`config.mk`:
```
export PLATFORM = sky130hd
export DESIGN_NAME = decimal_complement_add_shift_top
export DESIGN_NICKNAME = d
export VERILOG_FILES = /design/src/dcas_pkg.sv /design/src/decimal_complement_add_shift_top.sv /design/src/dcas_cell.sv
export SDC_FILE = /design/constraint.sdc
export NUM_CORES = 2
export LEC_CHECK = 0
export BUFFER_PORTS_ARGS = -buffer_cell sky130_fd_sc_hd__buf_4
export CAP_MARGIN = 10
export CORE_MARGIN = 2
export CORE_UTILIZATION = 55
export CTS_CLUSTER_DIAMETER = 150
export DETAILED_ROUTE_END_ITERATION = 12
export PLACE_DENSITY = 0.74
export SLEW_MARGIN = 10
export SYNTH_ARGS = -nofsm -noshare
export SYNTH_HDL_FRONTEND = slang
export SYNTH_SLANG_ARGS = --single-unit
```
`constraint.sdc`:
```
create_clock -name clk -period 13.6 [get_ports clk]
set_input_delay 0.68 -clock clk [delete_from_list [all_inputs] [get_ports clk]]
set_output_delay 0.68 -clock clk [all_outputs]
set_load 0.03 [all_outputs]
```
`src/dcas_pkg.sv`:
```
// ---------------------------------------------------------------------------
// dcas_pkg
// Shared constants, types and the digit split function for the decimal
// ten's complement add and shift unit.
// ---------------------------------------------------------------------------
`timescale 1ns / 1ps

package dcas_pkg;

  localparam int DIGITS  = 15;
  localparam int FIELD_W = 60;
  localparam int DIG_W   = 4 * DIGITS;
  localparam int USED_W  = (DIG_W < FIELD_W) ? DIG_W : FIELD_W;

  typedef enum logic [1:0] {
    OP_ADD   = 2'd0,
    OP_SUB   = 2'd1,
    OP_MUL10 = 2'd2,
    OP_DIV10 = 2'd3
  } op_t;

  typedef struct packed {
    op_t               op;
    logic              a_neg;
    logic              b_neg;
    logic [DIG_W-1:0]  a_orig;
    logic [DIG_W-1:0]  a_rem;
    logic [DIG_W-1:0]  b_rem;
    logic [DIG_W-1:0]  r1;
    logic [DIG_W-1:0]  r2;
    logic signed [3:0] c1;
    logic signed [3:0] c2;
  } item_t;

  typedef struct packed {
    logic [3:0]        digit;
    logic signed [3:0] carry;
  } split_t;

  // digit and floor carry of a signed column sum in -40..39
  function automatic split_t dec_split(logic signed [6:0] t);
    logic [7:0] u;
    logic [2:0] q;
    logic [7:0] r;
    split_t     s;
    u = 8'(t) + 8'd40;
    q = 3'd0;
    for (int k = 1; k <= 7; k++) begin
      if (u >= 8'(10 * k)) q = q + 3'd1;
    end
    r = u - 8'(int'(q) * 10);
    s.digit = r[3:0];
    s.carry = $signed({1'b0, q}) - 4'sd4;
    return s;
  endfunction

endpackage

```
`src/decimal_complement_add_shift_top.sv`:
```
// ---------------------------------------------------------------------------
// decimal_complement_add_shift_top
// Signed packed BCD add, subtract, multiply by ten and divide by ten.
// ---------------------------------------------------------------------------
// One request per cycle enters and one result per cycle leaves while the
// output is not stalled. A request walks a row of DIGITS digit cells, one
// cell per cycle unless stalled, carrying the sum and its negation digit by
// digit, and the output register then takes sign, magnitude and overflow
// picked from the last cell. Empty cells close up while the output is stalled.
`timescale 1ns / 1ps

module decimal_complement_add_shift_top (
  input  logic                       clk,
  input  logic                       rst,
  input  logic                       in_valid,
  output logic                       in_stall,
  input  logic [1:0]                 operation,
  input  logic                       a_negative,
  input  logic [dcas_pkg::FIELD_W-1:0] a_digits,
  input  logic                       b_negative,
  input  logic [dcas_pkg::FIELD_W-1:0] b_digits,
  output logic                       out_valid,
  input  logic                       out_stall,
  output logic                       result_negative,
  output logic [dcas_pkg::FIELD_W-1:0] result_digits,
  output logic                       overflow
);
  import dcas_pkg::*;

  item_t             head;
  item_t             stage [DIGITS];
  logic [DIGITS-1:0] stage_valid;
  logic [DIGITS:0]   ready;
  item_t             last;
  op_t               head_op;
  logic [DIG_W-1:0]  a_ext;
  logic [DIG_W-1:0]  b_ext;
  logic [DIG_W-1:0]  mul_dig;
  logic [DIG_W-1:0]  div_dig;
  logic [USED_W-1:0] sel_dig;
  logic              sel_neg;
  logic              sel_ovf;

  assign a_ext   = DIG_W'(a_digits[USED_W-1:0]);
  assign b_ext   = DIG_W'(b_digits[USED_W-1:0]);
  assign head_op = op_t'(operation);

  always_comb begin
    head.op     = head_op;
    head.a_neg  = a_negative;
    head.b_neg  = b_negative ^ (head_op == OP_SUB);
    head.a_orig = a_ext;
    head.a_rem  = a_ext;
    head.b_rem  = b_ext;
    head.r1     = '0;
    head.r2     = '0;
    head.c1     = 4'sd0;
    head.c2     = 4'sd0;
  end

  assign ready[DIGITS] = !out_valid || !out_stall;
  assign in_stall      = !ready[0];

  for (genvar k = 0; k < DIGITS; k++) begin : g_cell
    assign ready[k] = !stage_valid[k] || ready[k+1];
    if (k == 0) begin : g_first
      dcas_cell u_cell (
        .clk       (clk),
        .rst       (rst),
        .in_item   (head),
        .in_valid  (in_valid),
        .load      (ready[k]),
        .out_item  (stage[k]),
        .out_valid (stage_valid[k])
      );
    end else begin : g_next
      dcas_cell u_cell (
        .clk       (clk),
        .rst       (rst),
        .in_item   (stage[k-1]),
        .in_valid  (stage_valid[k-1]),
        .load      (ready[k]),
        .out_item  (stage[k]),
        .out_valid (stage_valid[k])
      );
    end
  end

  assign last    = stage[DIGITS-1];
  assign mul_dig = {last.a_orig[DIG_W-5:0], 4'd0};
  assign div_dig = {4'd0, last.a_orig[DIG_W-1:4]};

  always_comb begin
    sel_ovf = 1'b0;
    sel_neg = 1'b0;
    sel_dig = '0;
    case (last.op)
      OP_ADD, OP_SUB: begin
        if (!last.c1[3]) begin
          sel_ovf = (last.c1 != 4'sd0);
          if (!sel_ovf) sel_dig = last.r1[USED_W-1:0];
        end else begin
          sel_ovf = (last.c2 != 4'sd0);
          if (!sel_ovf) begin
            sel_dig = last.r2[USED_W-1:0];
            sel_neg = 1'b1;
          end
        end
      end
      OP_MUL10: begin
        if (last.a_orig[DIG_W-1 -: 4] != 4'd0) begin
          sel_ovf = 1'b1;
          sel_dig = last.a_orig[USED_W-1:0];
          sel_neg = last.a_neg;
        end else begin
          sel_dig = mul_dig[USED_W-1:0];
          sel_neg = last.a_neg && (sel_dig != '0);
        end
      end
      OP_DIV10: begin
        sel_dig = div_dig[USED_W-1:0];
        sel_neg = last.a_neg && (sel_dig != '0);
      end
      default: begin
        sel_dig = '0;
      end
    endcase
  end

  always_ff @(posedge clk) begin
    if (rst) begin
      out_valid <= 1'b0;
    end else if (ready[DIGITS]) begin
      out_valid <= stage_valid[DIGITS-1];
    end
  end

  always_ff @(posedge clk) begin
    if (ready[DIGITS]) begin
      result_negative <= sel_neg;
      result_digits   <= FIELD_W'(sel_dig);
      overflow        <= sel_ovf;
    end
  end

endmodule

```
`src/dcas_cell.sv`:
```
// ---------------------------------------------------------------------------
// dcas_cell
// One digit cell: adds the low digits of both operands with signs into two
// complementary carry chains, shifts the digit into the result and registers
// the request for the next cell.
// ---------------------------------------------------------------------------
`timescale 1ns / 1ps

module dcas_cell (
  input  logic           clk,
  input  logic           rst,
  input  dcas_pkg::item_t in_item,
  input  logic           in_valid,
  input  logic           load,
  output dcas_pkg::item_t out_item,
  output logic           out_valid
);
  import dcas_pkg::*;

  logic [3:0]        da;
  logic [3:0]        db;
  logic signed [6:0] av;
  logic signed [6:0] bv;
  logic signed [6:0] t1;
  logic signed [6:0] t2;
  split_t            s1;
  split_t            s2;
  item_t             item_next;

  always_comb begin
    da = in_item.a_rem[3:0];
    db = in_item.b_rem[3:0];
    av = in_item.a_neg ? -$signed({3'b000, da}) : $signed({3'b000, da});
    bv = in_item.b_neg ? -$signed({3'b000, db}) : $signed({3'b000, db});
    t1 = av + bv + 7'(in_item.c1);
    t2 = -av - bv + 7'(in_item.c2);
    s1 = dec_split(t1);
    s2 = dec_split(t2);
    item_next       = in_item;
    item_next.a_rem = in_item.a_rem >> 4;
    item_next.b_rem = in_item.b_rem >> 4;
    item_next.r1    = {s1.digit, in_item.r1[DIG_W-1:4]};
    item_next.r2    = {s2.digit, in_item.r2[DIG_W-1:4]};
    item_next.c1    = s1.carry;
    item_next.c2    = s2.carry;
  end

  always_ff @(posedge clk) begin
    if (rst) begin
      out_valid <= 1'b0;
    end else if (load) begin
      out_valid <= in_valid;
    end
  end

  always_ff @(posedge clk) begin
    if (load) begin
      out_item <= item_next;
    end
  end

endmodule

```
==> results by group <==
Outcome
  – Status: completed

Clock tree
  – Num CTS Buffers: around 240
  – Clk slew on worst S/H paths: 0.06 ns
  – Bufs on Longest Clock Path: 3
  – Clk Latency, worst-skew pair: approximately 0.87 ns
  – CTS sink cnt: about 2500
  – Root buf cell: clkbuf_16
  – H-Tree Depth: 4
  – CTS tree: done

Finish
  – Area of the multi-input gates: roughly 32000 µm²
  – Final non-filler cell total: approximately 11000
  – Syn-to-layout area delta: 12.74%
  – Final nets: ~8600
  – Fillers: around 14000
  – # diodes: 0
  – Design area: between 100000 and 150000 µm²
  – Storage cell area: between 70000 and 80000 µm²
  – Share of cells above drive strength 1: 10.19%

Logic synthesis
  – Combinational family with the most area after synthesis: adder cells
  – Synth Register Bits: ~2500
  – Yosys top cell area share: about 68%
  – Compound-Gate Fraction of Synth Area: under 10%
  – Synthesized instance count: 7203
  – Synth Area in XOR/XNOR: 5.565%
  – Largest area contributor in the netlist: edfxtp_1
  – Async set-or-reset flop fraction in the synthesized netlist: 0%
  – Synth Area in Simple Gates: under 10%
  – Seq/Total Area, Yosys: between 60 and 70%
  – Mapped cell area: 110100 µm²
  – Mux cell area share after synthesis: approximately 2.0%
  – Yosys warns: 0
  – EDFF count, synth: between 2000 and 2500
  – Post-synthesis adder-cell area fraction: about a tenth
  – Mapped Avg Cell Area: 15.29 µm²
  – Synth unique cells: between 100 and 150
  – Ys flop type: edfxtp_1
  – Top cells by area, synth: edfxtp_1 68%, ha_1 6.5%, fa_1 3.2%
  – Net count after synthesis: ~8000

Placement
  – Hpwl dp: 137400 µm
  – IO Port Bufs: roughly 190
  – Area post-placement: about 120000 µm²
  – RePlAce Congestion: about 0.87
  – Dpl cells: 10030

Worst setup path
  – Worst R2R Start: g_cell[5].g_next.u_cell.out_item[272]$_DFFE_PP_
  – Req. time, crit path: 14.18 ns
  – Critical path arrival: 9.24 ns
  – Slowest-stage cell, CP: nor4_1
  – Critical path fanouts, max: 11
  – Setup crit end kind: flop
  – Worst r2r path cells: 32
  – Flop2flop setup slack: 4.95 ns
  – Crit path largest cell delay: between 0.5 and 0.6 ns
  – Crit path launch type: flop
  – Setup CP Type: reg2reg
  – R2r endpoint: g_cell[6].g_next.u_cell.out_item[67]$_DFFE_PP_
  – CP most frequent cell: ha_1

Die
  – Die height: roughly 450 µm
  – Initial core utilization: a little under three fifths
  – Core area: approximately 200000 µm²
  – Number of placement rows: between 150 and 200
  – Die Width: approximately 450 µm
  – I/O pins: roughly 190
  – Die area: around 200000 µm²

Routing
  – Via count: about 57000
  – DR pass1 iterations: 9
  – Wire per inst: between 15 and 20 µm
  – Remaining antenna violation count: 0
  – Vias per inst: ~5.4
  – Routed wire length: between 200000 and 250000 µm
  – Post-route DRC violation count: 0
  – Starting DRC count in detailed routing: roughly 4900

STA
  – Fmax: roughly 120 MHz
  – Relative slew slack: a little under a fifth
  – Slew @ Worst Pin: around 1.2 ns
  – RSZ-0062 raised after global routing: false
  – Min Hold Slack: around 0.075 ns
  – Final hold violations: 0
  – Fin Setup TNS: 0 ns
  – Final worst path period share: a little under two thirds
  – Worst Skew: roughly 0.072 ns
  – Min cycle time layout: a little under 9 ns
  – Fin. max-slew vios: 0
  – Final setup viols: 0

Flow run
  – Max-Cap Viols: 0

Min path
  – Hold Crit Class: in2reg
  – WHS Path Cells: 1
  – Worst Hold End: g_cell[0].g_first.u_cell.out_item[159]$_DFFE_PN_
  – Hold Crit Start: b_digits[35]

Global routing
  – First-pass GRT wire length: about 320000 µm
  – Pin count of the biggest net entering global routing: 85
  – GRT overflow: 0
  – Total track usage: between 20% and 30%
  – Via count of the first global-routing pass: between 50000 and 60000
  – Initial antenna violation count: 4
==> layout make-up <==
type,count,area share [%]
repair buffers,350,2.356
well taps,2656,2.677
inverters,875,2.669
multi-input cells,3777,25.81
clock buffers,278,4.918
clock inverters,164,1.424
flip-flops and latches,2492,60.15
==> cell families after synthesis <==
family / count (synthesis)
flops: 2492
simple gates: 1207
compound gates: 986
buf+inv: 934
fa+ha+maj: 750
xor+xnor: 626
mux: 208
==> layer usage <==
metal / up-vias / GRT usage [%] / wire, µm / part of all wire [%]
li1: 27340 / - / - / -
met1: 27710 / 25.97 / 82870 / 41
met2: 1577 / 34.66 / 101400 / 50
met3: 386 / 2.892 / 10520 / 5.2
met4: 2 / 6.841 / 6646 / 3.3
met5: - / 0 / 13 / 0.0065
==> cell usage after synthesis (19+ instances only) <==
master / count
edfxtp_1: 2476
inv_1: 865
ha_1: 574
nand2_1: 382
xnor2_1: 370
nor2_1: 272
o21ai_0: 231
xor2_1: 198
a21oi_1: 185
fa_1: 176
mux2i_1: 116
nor3_1: 85
mux2_2: 84
nand2b_1: 76
nand3_1: 74
o21a_1: 61
a21o_1: 56
a222oi_1: 53
clkbuf_1: 50
nor2b_1: 42
o21bai_1: 41
or3_1: 39
and2_1: 38
o31ai_1: 38
a211oi_1: 34
a31oi_1: 31
and3_1: 31
nor4_1: 29
nor3b_1: 26
nand4_1: 23
or2_2: 23
xnor3_1: 22
o211ai_1: 21
a21boi_0: 19
o22ai_1: 19
==> registers in the layout, indices dropped and copies added (netlist names) <==
register                         cells
g_cell.g_next.u_cell.out_item     2281
g_cell.g_first.u_cell.out_valid      1
result_negative                      1
g_cell.g_next.u_cell.out_valid      14
out_valid                            1
overflow                             1
result_digits                       60
g_cell.g_first.u_cell.out_item     133
==> metrics by stage <==
| stage | utilization (%) | setup slack [ns] |
|---|---|---|
| final | 62.24 | 4.945 |
| after global routing | 62.24 | 4.208 |
| after CTS | 62.24 | 4.976 |
| after detailed placement | 57.70 | 4.988 |
| after global placement | 57.70 | 5.321 |
| after floorplan | - | 1.025 |
==> worst max-delay path, delay by kind of cell, from the launching register on <==
| family | cells | cell delay, ns |
|---|---|---|
| AOI/OAI and AO/OA | 6 | 1.28 |
| adders and majority gates | 8 | 2.66 |
| xor gates and xnor gates | 5 | 1.09 |
| buffers and inverters | 4 | 0.42 |
| and+or+nand+nor | 6 | 1.70 |
| DFF | 1 | 0.43 |
| muxes | 3 | 0.79 |
==> worst max-delay path by stage <==
| stage | end | from | depth (start not counted) | slack [ns] |
|---|---|---|---|---|
| detailed placement | g_cell[6].g_next.u_cell.out_item[67]$_DFFE_PP_ | g_cell[5].g_next.u_cell.out_item[272]$_DFFE_PP_ | 32 | 4.99 |
| global route | g_cell[6].g_next.u_cell.out_item[67]$_DFFE_PP_ | g_cell[5].g_next.u_cell.out_item[272]$_DFFE_PP_ | 33 | 4.21 |
| global placement | g_cell[6].g_next.u_cell.out_item[67]$_DFFE_PP_ | g_cell[5].g_next.u_cell.out_item[272]$_DFFE_PP_ | 33 | 5.32 |
| finish | g_cell[6].g_next.u_cell.out_item[67]$_DFFE_PP_ | g_cell[5].g_next.u_cell.out_item[272]$_DFFE_PP_ | 32 | 4.95 |
| CTS | g_cell[6].g_next.u_cell.out_item[67]$_DFFE_PP_ | g_cell[5].g_next.u_cell.out_item[272]$_DFFE_PP_ | 32 | 4.98 |
| floorplan | in_stall | out_stall | 10 | 1.03 |
==> placed cells by master, fill, tap and decap left out, types with 39 or more instances in the layout <==
master / n
buf_4: 231
edfxtp_1: 2476
xor2_1: 198
nor2_1: 272
clkinv_1: 60
o21ai_0: 231
nand2_1: 376
a21o_1: 56
inv_1: 859
mux2i_1: 116
clkbuf_1: 40
a21oi_1: 185
o21a_1: 61
fa_1: 176
a222oi_1: 53
nor2b_1: 42
nand2b_1: 75
ha_1: 574
xnor2_1: 370
nand3_1: 71
clkbuf_16: 238
or3_1: 39
o21bai_1: 41
nor3_1: 85
dlygate4sd3_1: 119
mux2_2: 84
==> repair_timing <==
item | 4_1_cts | 5_1_grt
buffers inserted | 0 | 0
hold buffers | 119 | 0
gates resized for setup | 0 | 0
hold endpoints to repair | 119 | 0
Power is left out: the tool's default activity adds up to more than one toggle a clock period on the data nets, which glitch-free logic cannot reach.
